`src/mbe_pkg.sv`:
```
package mbe_pkg;

    // Fixed-point format of z and c, and width of the iteration counter
    localparam int FRAC_BITS   = 28;
    localparam int COUNT_WIDTH = 16;
    localparam int IN_W        = 32;

    // |x|, |y| <= 2.0 once a point survives the test: 2^(FRAC_BITS+1) plus sign
    localparam int XW = FRAC_BITS + 3;
    // Full signed product width
    localparam int PW = 2 * XW;
    // Width of an updated coordinate: shifted product term plus c, one carry bit
    localparam int NW = ((IN_W > FRAC_BITS + 4) ? IN_W : FRAC_BITS + 4) + 1;

    // Escape bound on a single coordinate (2.0) and on |z|^2 (4.0)
    localparam logic signed [NW-1:0] BOUND = NW'(1) <<< (FRAC_BITS + 1);
    localparam logic signed [PW-1:0] THR   = PW'(1) <<< (2 * FRAC_BITS + 2);

    localparam logic [COUNT_WIDTH-1:0] RESET_LIMIT = COUNT_WIDTH'(100);

    typedef enum logic [2:0] {
        S_IDLE,
        S_ADD,
        S_SQX,
        S_SQY,
        S_XY,
        S_TEST,
        S_DONE
    } t_state;

endpackage

```
`src/mbe_mul.sv`:
```
module mbe_mul (
    input  logic                              i_clk,
    input  logic signed [mbe_pkg::XW-1:0]     i_a,
    input  logic signed [mbe_pkg::XW-1:0]     i_b,
    output logic signed [mbe_pkg::PW-1:0]     o_p
);

    logic signed [mbe_pkg::PW-1:0] r_p;

    // Register the full-width signed product
    always_ff @(posedge i_clk) begin
        r_p <= mbe_pkg::PW'(i_a) * mbe_pkg::PW'(i_b);
    end

    assign o_p = r_p;

endmodule

```
`src/mandelbrot_escape_time.sv`:
```
// Mandelbrot escape-time unit.
// Input channel (i_in_valid / o_in_ready) carries one point c as i_c_real and
// i_c_imag, signed fixed point with 28 fraction bits. Output channel
// (o_out_valid / i_out_ready) returns o_escape_count and o_inside_res for
// each point, in order. i_cfg_we / i_cfg_data write the iteration limit; it
// resets to 100 and is to be written by the user only while the unit is
// idle; the unit itself does not enforce this. One signed multiplier, shared
// under a small sequencer, forms x*x, y*y and x*y in turn, so every iteration
// steps through S_ADD, S_SQX, S_SQY, S_XY and S_TEST. o_escape_count gives
// the iteration k on which |z|^2 passes 4.0 or a coordinate already lies
// past 2.0, or the limit when the point stays inside.
// One point is worked on at a time; o_in_ready is high only while the
// sequencer is idle, so the next point is accepted only after the result is
// loaded.
// The result sits in an output register, so a new point is accepted while a
// finished result waits. If the receiver still stalls when the next result
// is done, the sequencer holds that result until the output register frees.
// Reset (i_rst_n, synchronous, active low) drops any point in progress,
// empties the output register and sets the limit back to 100.
module mandelbrot_escape_time (
    input  logic                                   i_clk,
    input  logic                                   i_rst_n,
    input  logic                                   i_cfg_we,
    input  logic [mbe_pkg::COUNT_WIDTH-1:0]        i_cfg_data,
    input  logic                                   i_in_valid,
    output logic                                   o_in_ready,
    input  logic signed [mbe_pkg::IN_W-1:0]        i_c_real,
    input  logic signed [mbe_pkg::IN_W-1:0]        i_c_imag,
    output logic                                   o_out_valid,
    input  logic                                   i_out_ready,
    output logic [mbe_pkg::COUNT_WIDTH-1:0]        o_escape_count,
    output logic                                   o_inside_res
);

    mbe_pkg::t_state r_state, n_state;

    logic [mbe_pkg::COUNT_WIDTH-1:0]  r_limit;
    logic signed [mbe_pkg::IN_W-1:0]  r_cr, n_cr, r_ci, n_ci;
    logic signed [mbe_pkg::NW-1:0]    r_x, n_x, r_y, n_y;
    logic signed [mbe_pkg::PW-1:0]    r_xx, n_xx, r_yy, n_yy, r_xy, n_xy;
    logic [mbe_pkg::COUNT_WIDTH-1:0]  r_cnt, n_cnt;
    logic [mbe_pkg::COUNT_WIDTH-1:0]  r_res_count, n_res_count;
    logic                             r_res_inside, n_res_inside;
    logic                             r_ov, n_ov;
    logic [mbe_pkg::COUNT_WIDTH-1:0]  r_out_count, n_out_count;
    logic                             r_out_inside, n_out_inside;

    logic signed [mbe_pkg::XW-1:0]    mul_a, mul_b;
    logic signed [mbe_pkg::PW-1:0]    mul_p;
    logic signed [mbe_pkg::PW-1:0]    diff, diff_sh, xy_sh, mag_sum;
    logic signed [mbe_pkg::NW-1:0]    nx, ny, cr_ext, ci_ext;
    logic                             out_of_bound, esc_sum, out_free;

    // Shared multiplier
    mbe_mul u_mul (
        .i_clk (i_clk),
        .i_a   (mul_a),
        .i_b   (mul_b),
        .o_p   (mul_p)
    );

    // Select multiplier operands by phase
    always_comb begin
        case (r_state)
            mbe_pkg::S_SQX: begin
                mul_a = r_x[mbe_pkg::XW-1:0];
                mul_b = r_x[mbe_pkg::XW-1:0];
            end
            mbe_pkg::S_SQY: begin
                mul_a = r_y[mbe_pkg::XW-1:0];
                mul_b = r_y[mbe_pkg::XW-1:0];
            end
            default: begin
                mul_a = r_x[mbe_pkg::XW-1:0];
                mul_b = r_y[mbe_pkg::XW-1:0];
            end
        endcase
    end

    // Next z: x' = floor((x^2 - y^2) / 2^F) + cr, y' = floor(2xy / 2^F) + ci
    assign diff    = r_xx - r_yy;
    assign diff_sh = diff >>> mbe_pkg::FRAC_BITS;
    assign xy_sh   = r_xy >>> (mbe_pkg::FRAC_BITS - 1);
    assign cr_ext  = {{(mbe_pkg::NW - mbe_pkg::IN_W){r_cr[mbe_pkg::IN_W-1]}}, r_cr};
    assign ci_ext  = {{(mbe_pkg::NW - mbe_pkg::IN_W){r_ci[mbe_pkg::IN_W-1]}}, r_ci};
    assign nx      = diff_sh[mbe_pkg::NW-1:0] + cr_ext;
    assign ny      = xy_sh[mbe_pkg::NW-1:0] + ci_ext;

    // Escape tests: coordinate bound, then |z|^2 > 4 on exact squares
    assign out_of_bound = (r_x > mbe_pkg::BOUND) || (r_x < -mbe_pkg::BOUND) ||
                          (r_y > mbe_pkg::BOUND) || (r_y < -mbe_pkg::BOUND);
    assign mag_sum      = r_xx + r_yy;
    assign esc_sum      = mag_sum > mbe_pkg::THR;

    assign out_free = !r_ov || i_out_ready;

    // State and control registers
    always_ff @(posedge i_clk) begin
        if (!i_rst_n) begin
            r_state <= mbe_pkg::S_IDLE;
            r_ov    <= 1'b0;
            r_limit <= mbe_pkg::RESET_LIMIT;
        end else begin
            r_state <= n_state;
            r_ov    <= n_ov;
            if (i_cfg_we) begin
                r_limit <= i_cfg_data;
            end
        end
    end

    // Datapath registers
    always_ff @(posedge i_clk) begin
        r_cr         <= n_cr;
        r_ci         <= n_ci;
        r_x          <= n_x;
        r_y          <= n_y;
        r_xx         <= n_xx;
        r_yy         <= n_yy;
        r_xy         <= n_xy;
        r_cnt        <= n_cnt;
        r_res_count  <= n_res_count;
        r_res_inside <= n_res_inside;
        r_out_count  <= n_out_count;
        r_out_inside <= n_out_inside;
    end

    // Sequencer
    always_comb begin
        n_state      = r_state;
        n_cr         = r_cr;
        n_ci         = r_ci;
        n_x          = r_x;
        n_y          = r_y;
        n_xx         = r_xx;
        n_yy         = r_yy;
        n_xy         = r_xy;
        n_cnt        = r_cnt;
        n_res_count  = r_res_count;
        n_res_inside = r_res_inside;
        n_ov         = r_ov && !i_out_ready;
        n_out_count  = r_out_count;
        n_out_inside = r_out_inside;
        o_in_ready   = 1'b0;

        case (r_state)
            mbe_pkg::S_IDLE: begin
                // Accept a point and start from z = 0
                o_in_ready = 1'b1;
                if (i_in_valid) begin
                    n_cr    = i_c_real;
                    n_ci    = i_c_imag;
                    n_xx    = '0;
                    n_yy    = '0;
                    n_xy    = '0;
                    n_cnt   = '0;
                    n_state = mbe_pkg::S_ADD;
                end
            end
            mbe_pkg::S_ADD: begin
                // Stop at the limit, else form the next z
                if (r_cnt == r_limit) begin
                    n_res_count  = r_limit;
                    n_res_inside = 1'b1;
                    n_state      = mbe_pkg::S_DONE;
                end else begin
                    n_x     = nx;
                    n_y     = ny;
                    n_state = mbe_pkg::S_SQX;
                end
            end
            mbe_pkg::S_SQX: begin
                // x*x starts; drop out early if a coordinate is past 2.0
                if (out_of_bound) begin
                    n_res_count  = r_cnt;
                    n_res_inside = 1'b0;
                    n_state      = mbe_pkg::S_DONE;
                end else begin
                    n_state = mbe_pkg::S_SQY;
                end
            end
            mbe_pkg::S_SQY: begin
                n_xx    = mul_p;
                n_state = mbe_pkg::S_XY;
            end
            mbe_pkg::S_XY: begin
                n_yy    = mul_p;
                n_state = mbe_pkg::S_TEST;
            end
            mbe_pkg::S_TEST: begin
                // Capture x*y and test |z|^2 against 4.0
                n_xy = mul_p;
                if (esc_sum) begin
                    n_res_count  = r_cnt;
                    n_res_inside = 1'b0;
                    n_state      = mbe_pkg::S_DONE;
                end else begin
                    n_cnt   = r_cnt + 1'b1;
                    n_state = mbe_pkg::S_ADD;
                end
            end
            mbe_pkg::S_DONE: begin
                // Hand the result to the output register once it frees
                if (out_free) begin
                    n_ov         = 1'b1;
                    n_out_count  = r_res_count;
                    n_out_inside = r_res_inside;
                    n_state      = mbe_pkg::S_IDLE;
                end
            end
            default: begin
                n_state = mbe_pkg::S_IDLE;
            end
        endcase
    end

    assign o_out_valid    = r_ov;
    assign o_escape_count = r_out_count;
    assign o_inside_res   = r_out_inside;

endmodule

```
`config.mk`:
```
export PLATFORM = sky130hd
export DESIGN_NAME = mandelbrot_escape_time
export DESIGN_NICKNAME = d
export VERILOG_FILES = /design/src/mbe_pkg.sv /design/src/mbe_mul.sv /design/src/mandelbrot_escape_time.sv
export SDC_FILE = /design/constraint.sdc
export NUM_CORES = 2
export LEC_CHECK = 0
export BUFFER_PORTS_ARGS = -buffer_cell sky130_fd_sc_hd__buf_2
export CORE_MARGIN = 2
export CORE_UTILIZATION = 60
export CTS_BUF_LIST = sky130_fd_sc_hd__clkbuf_2 sky130_fd_sc_hd__clkbuf_4 sky130_fd_sc_hd__clkbuf_8
export DETAILED_ROUTE_END_ITERATION = 10
export PLACE_DENSITY = 0.78
export SYNTH_ARGS = -nofsm -noshare
export SYNTH_HDL_FRONTEND = slang
export SYNTH_HIERARCHICAL = 1
export SYNTH_SLANG_ARGS = --single-unit
export TNS_END_PERCENT = 1
```
`constraint.sdc`:
```
create_clock -name i_clk -period 11.26 [get_ports i_clk]
set_input_delay 0.563 -clock i_clk [delete_from_list [all_inputs] [get_ports i_clk]]
set_output_delay 0.563 -clock i_clk [all_outputs]
set_load 0.005 [all_outputs]
```
==> metrics <==
1st-iter DRT viols 4361; CP Class reg -> reg; antenna violations before repair 10; post-synthesis net count 7733; Root Buffer clkbuf_8; Synth-to-Final Area Change 4.22%; slew margin rel. 0.225; fraction of registers with async set/reset 0; layout cells sized above 1 0.0609; Ys Warns 6; worst endpoint required time 11.79 ns; clock skew 0.0473 ns; Cells after Synth 6259; EDFF count, synth 337; PostCTS Resize Cnt 0; largest net degree at the start of global routing 67; DP Area 61500 µm²; clock latency on the worst-skew pair 0.65 ns; synthesized area per cell 9.61 µm²; CTS tree built; Min-Delay Path Class in -> reg; Worst-path clk slew 0.08 ns; clk buf depth 3; post-synth top area share 0.340; CP Data Arrival Time 10.70 ns; synth top area cells fa_1, edfxtp_1, ha_1; vias in the first global route 47.1k; area leader, netlist fa_1; die area 103000 µm²; DP HPWL 131000 µm; GPL Wtd Cong 0.991; crit path capture type register; Port Buf Inserts 103; Hold Violations, Final 0; remaining antenna violation count 0; vias 45.3k; final setup vio count 0; commonest register cell after synthesis edfxtp_1; max cap viols 0; # IOs 104; Die Width 321 µm; Mapped Area 60200 µm²; Yosys reg bits 419; NumNets Final 7636; minimum clock period 10.18 ns; H-tree depth 2; Least-Margin Pin Slew 1.13 ns; RSZ-0062 raised after global routing false; clk sink count 419; WL final 173000 µm; critical-path maximum fanout 31; Post-Layout Inst Area 62700 µm²; final max-slew violation count 0; DR WL/cell 23.1 µm; Hold-fix buffers, CTS 0; status finished, final reports clean; final core occ 0.629; post-CTS setup repair buffer count 0; Seq/Total Area, Yosys 0.196; global-route wire length before repair 269000 µm; Final Cycle Share 0.904; remaining global-route overflow 0; vias per cell 6.03; drt pass-1 iters 6; Die Ht 321 µm; CTS buffer count 55; drt drc 0; all-layer global routing usage 0.341; f_max 0.0983 GHz; core footprint 99700 µm²; synth unique cells 110; initial core utilization 0.603; row cnt 116; crit start category register; Fin Setup TNS 0 ns
==> logic make-up after synthesis <==
group	Yosys count	synth area share
AOI/OAI and AO/OA	748	0.0842
adders and majority gates	1389	0.416
and+or+nand+nor	1954	0.167
buffers and inverters	1462	0.0918
muxes	94	0.0170
DFF	419	0.196
xor gates and xnor gates	193	0.0281
==> synthesized netlist by cell type, types with 21 or more instances <==
| cell | count |
|---|---|
| nand2b_1 | 39 |
| inv_1 | 1159 |
| o31ai_1 | 40 |
| mux2i_1 | 28 |
| edfxtp_1 | 337 |
| clkbuf_1 | 272 |
| and2_1 | 597 |
| dfxtp_1 | 82 |
| nor2b_1 | 78 |
| o21ai_0 | 107 |
| fa_1 | 1021 |
| mux2_2 | 66 |
| nand2_1 | 670 |
| a21oi_1 | 239 |
| ha_1 | 368 |
| and3_1 | 65 |
| nor4_1 | 62 |
| nand4_1 | 42 |
| xor2_1 | 43 |
| o211ai_1 | 23 |
| nor3_1 | 59 |
| o21bai_1 | 31 |
| a31oi_1 | 31 |
| xnor2_1 | 150 |
| or3_1 | 21 |
| nor2_1 | 188 |
| a21o_1 | 71 |
| nand3_1 | 67 |
==> per-layer routing <==
layer	GRT usage	vias up	share of wire
li1	-	19600	-
met5	0	-	0
met1	0.461	22800	0.40
met2	0.547	2390	0.46
met3	0.0638	447	0.097
met4	0.136	0	0.045
==> path summary, 6_finish.rpt <==
path / slack [ns] / from / endpoint / cells after the start
worst min-delay path: 0.08 / i_c_real[27] / r_cr[27] / 1
worst max-delay path: 1.08 / r_state[0] / u_mul/o_p[58] / 26
worst max register to register: 1.08 / r_state[0] / u_mul/o_p[58] / 26
worst min register to register: 0.42 / r_res_count[4] / o_escape_count[4] / 0
==> worst max-delay path, stage by stage (launching register included) <==
cell	delay, ns
dfxtp_1	0.71
nor3b_2	0.41
buf_4	0.33
mux2_2	0.62
nand2_1	0.26
inv_1	0.09
fa_1	0.48
inv_1	0.23
fa_1	0.45
inv_1	0.21
fa_1	0.48
fa_1	1.02
inv_1	0.43
fa_1	0.58
fa_1	0.57
fa_1	0.43
fa_1	0.49
inv_1	0.04
ha_1	0.34
nand4_1	0.21
o21ai_0	0.11
a21oi_1	0.22
o41ai_4	0.15
a31o_4	0.28
o41ai_2	0.46
nor2_1	0.14
a2111oi_4	0.29
==> per-stage QoR <==
step	hold WS (ns)	worst slack, ns	std cells
floorplan	0.400	2.20	6259
CTS	0.0478	1.12	7506
global route	0.0619	0.537	7509
finish	0.0839	1.08	7510
detailed placement	0.405	1.17	7403
global placement	0.401	1.36	7403
==> state kept, by name (all words and copies together) (netlist names), 16 cells and up <==
name / count
r_y: 33
o_escape_count: 16
r_res_count: 16
r_x: 33
r_yy: 62
r_ci: 32
r_xy: 33
r_cr: 32
r_xx: 62
r_cnt: 16
u_mul/o_p: 62
r_limit: 16
==> area by class of cell <==
type	count	area, µm²
Multi-Input combinational cell	4378	42900
Fill cell	8112	37000
Sequential cell	419	11800
Inverter	1162	4360
Tap cell	1298	1620
Clock buffer	79	956
Timing Repair Buffer	146	838
Clock inverter	24	231
Antenna cell	4	10.0
==> cells in the final DEF (no fill, tap or decap), types with 58 or more instances in the layout <==
master / n
a21o_1: 71
a21oi_1: 239
and2_1: 597
and3_1: 65
buf_2: 103
clkbuf_8: 58
dfxtp_1: 82
edfxtp_1: 337
fa_1: 1021
ha_1: 368
inv_1: 1158
mux2_2: 66
nand2_1: 670
nand3_1: 67
nor2_1: 188
nor2b_1: 76
nor3_1: 58
nor4_1: 60
o21ai_0: 107
xnor2_1: 150
Power is not shown: default switching activity piles up to over one toggle a cycle in this logic, so the estimate is an artifact.
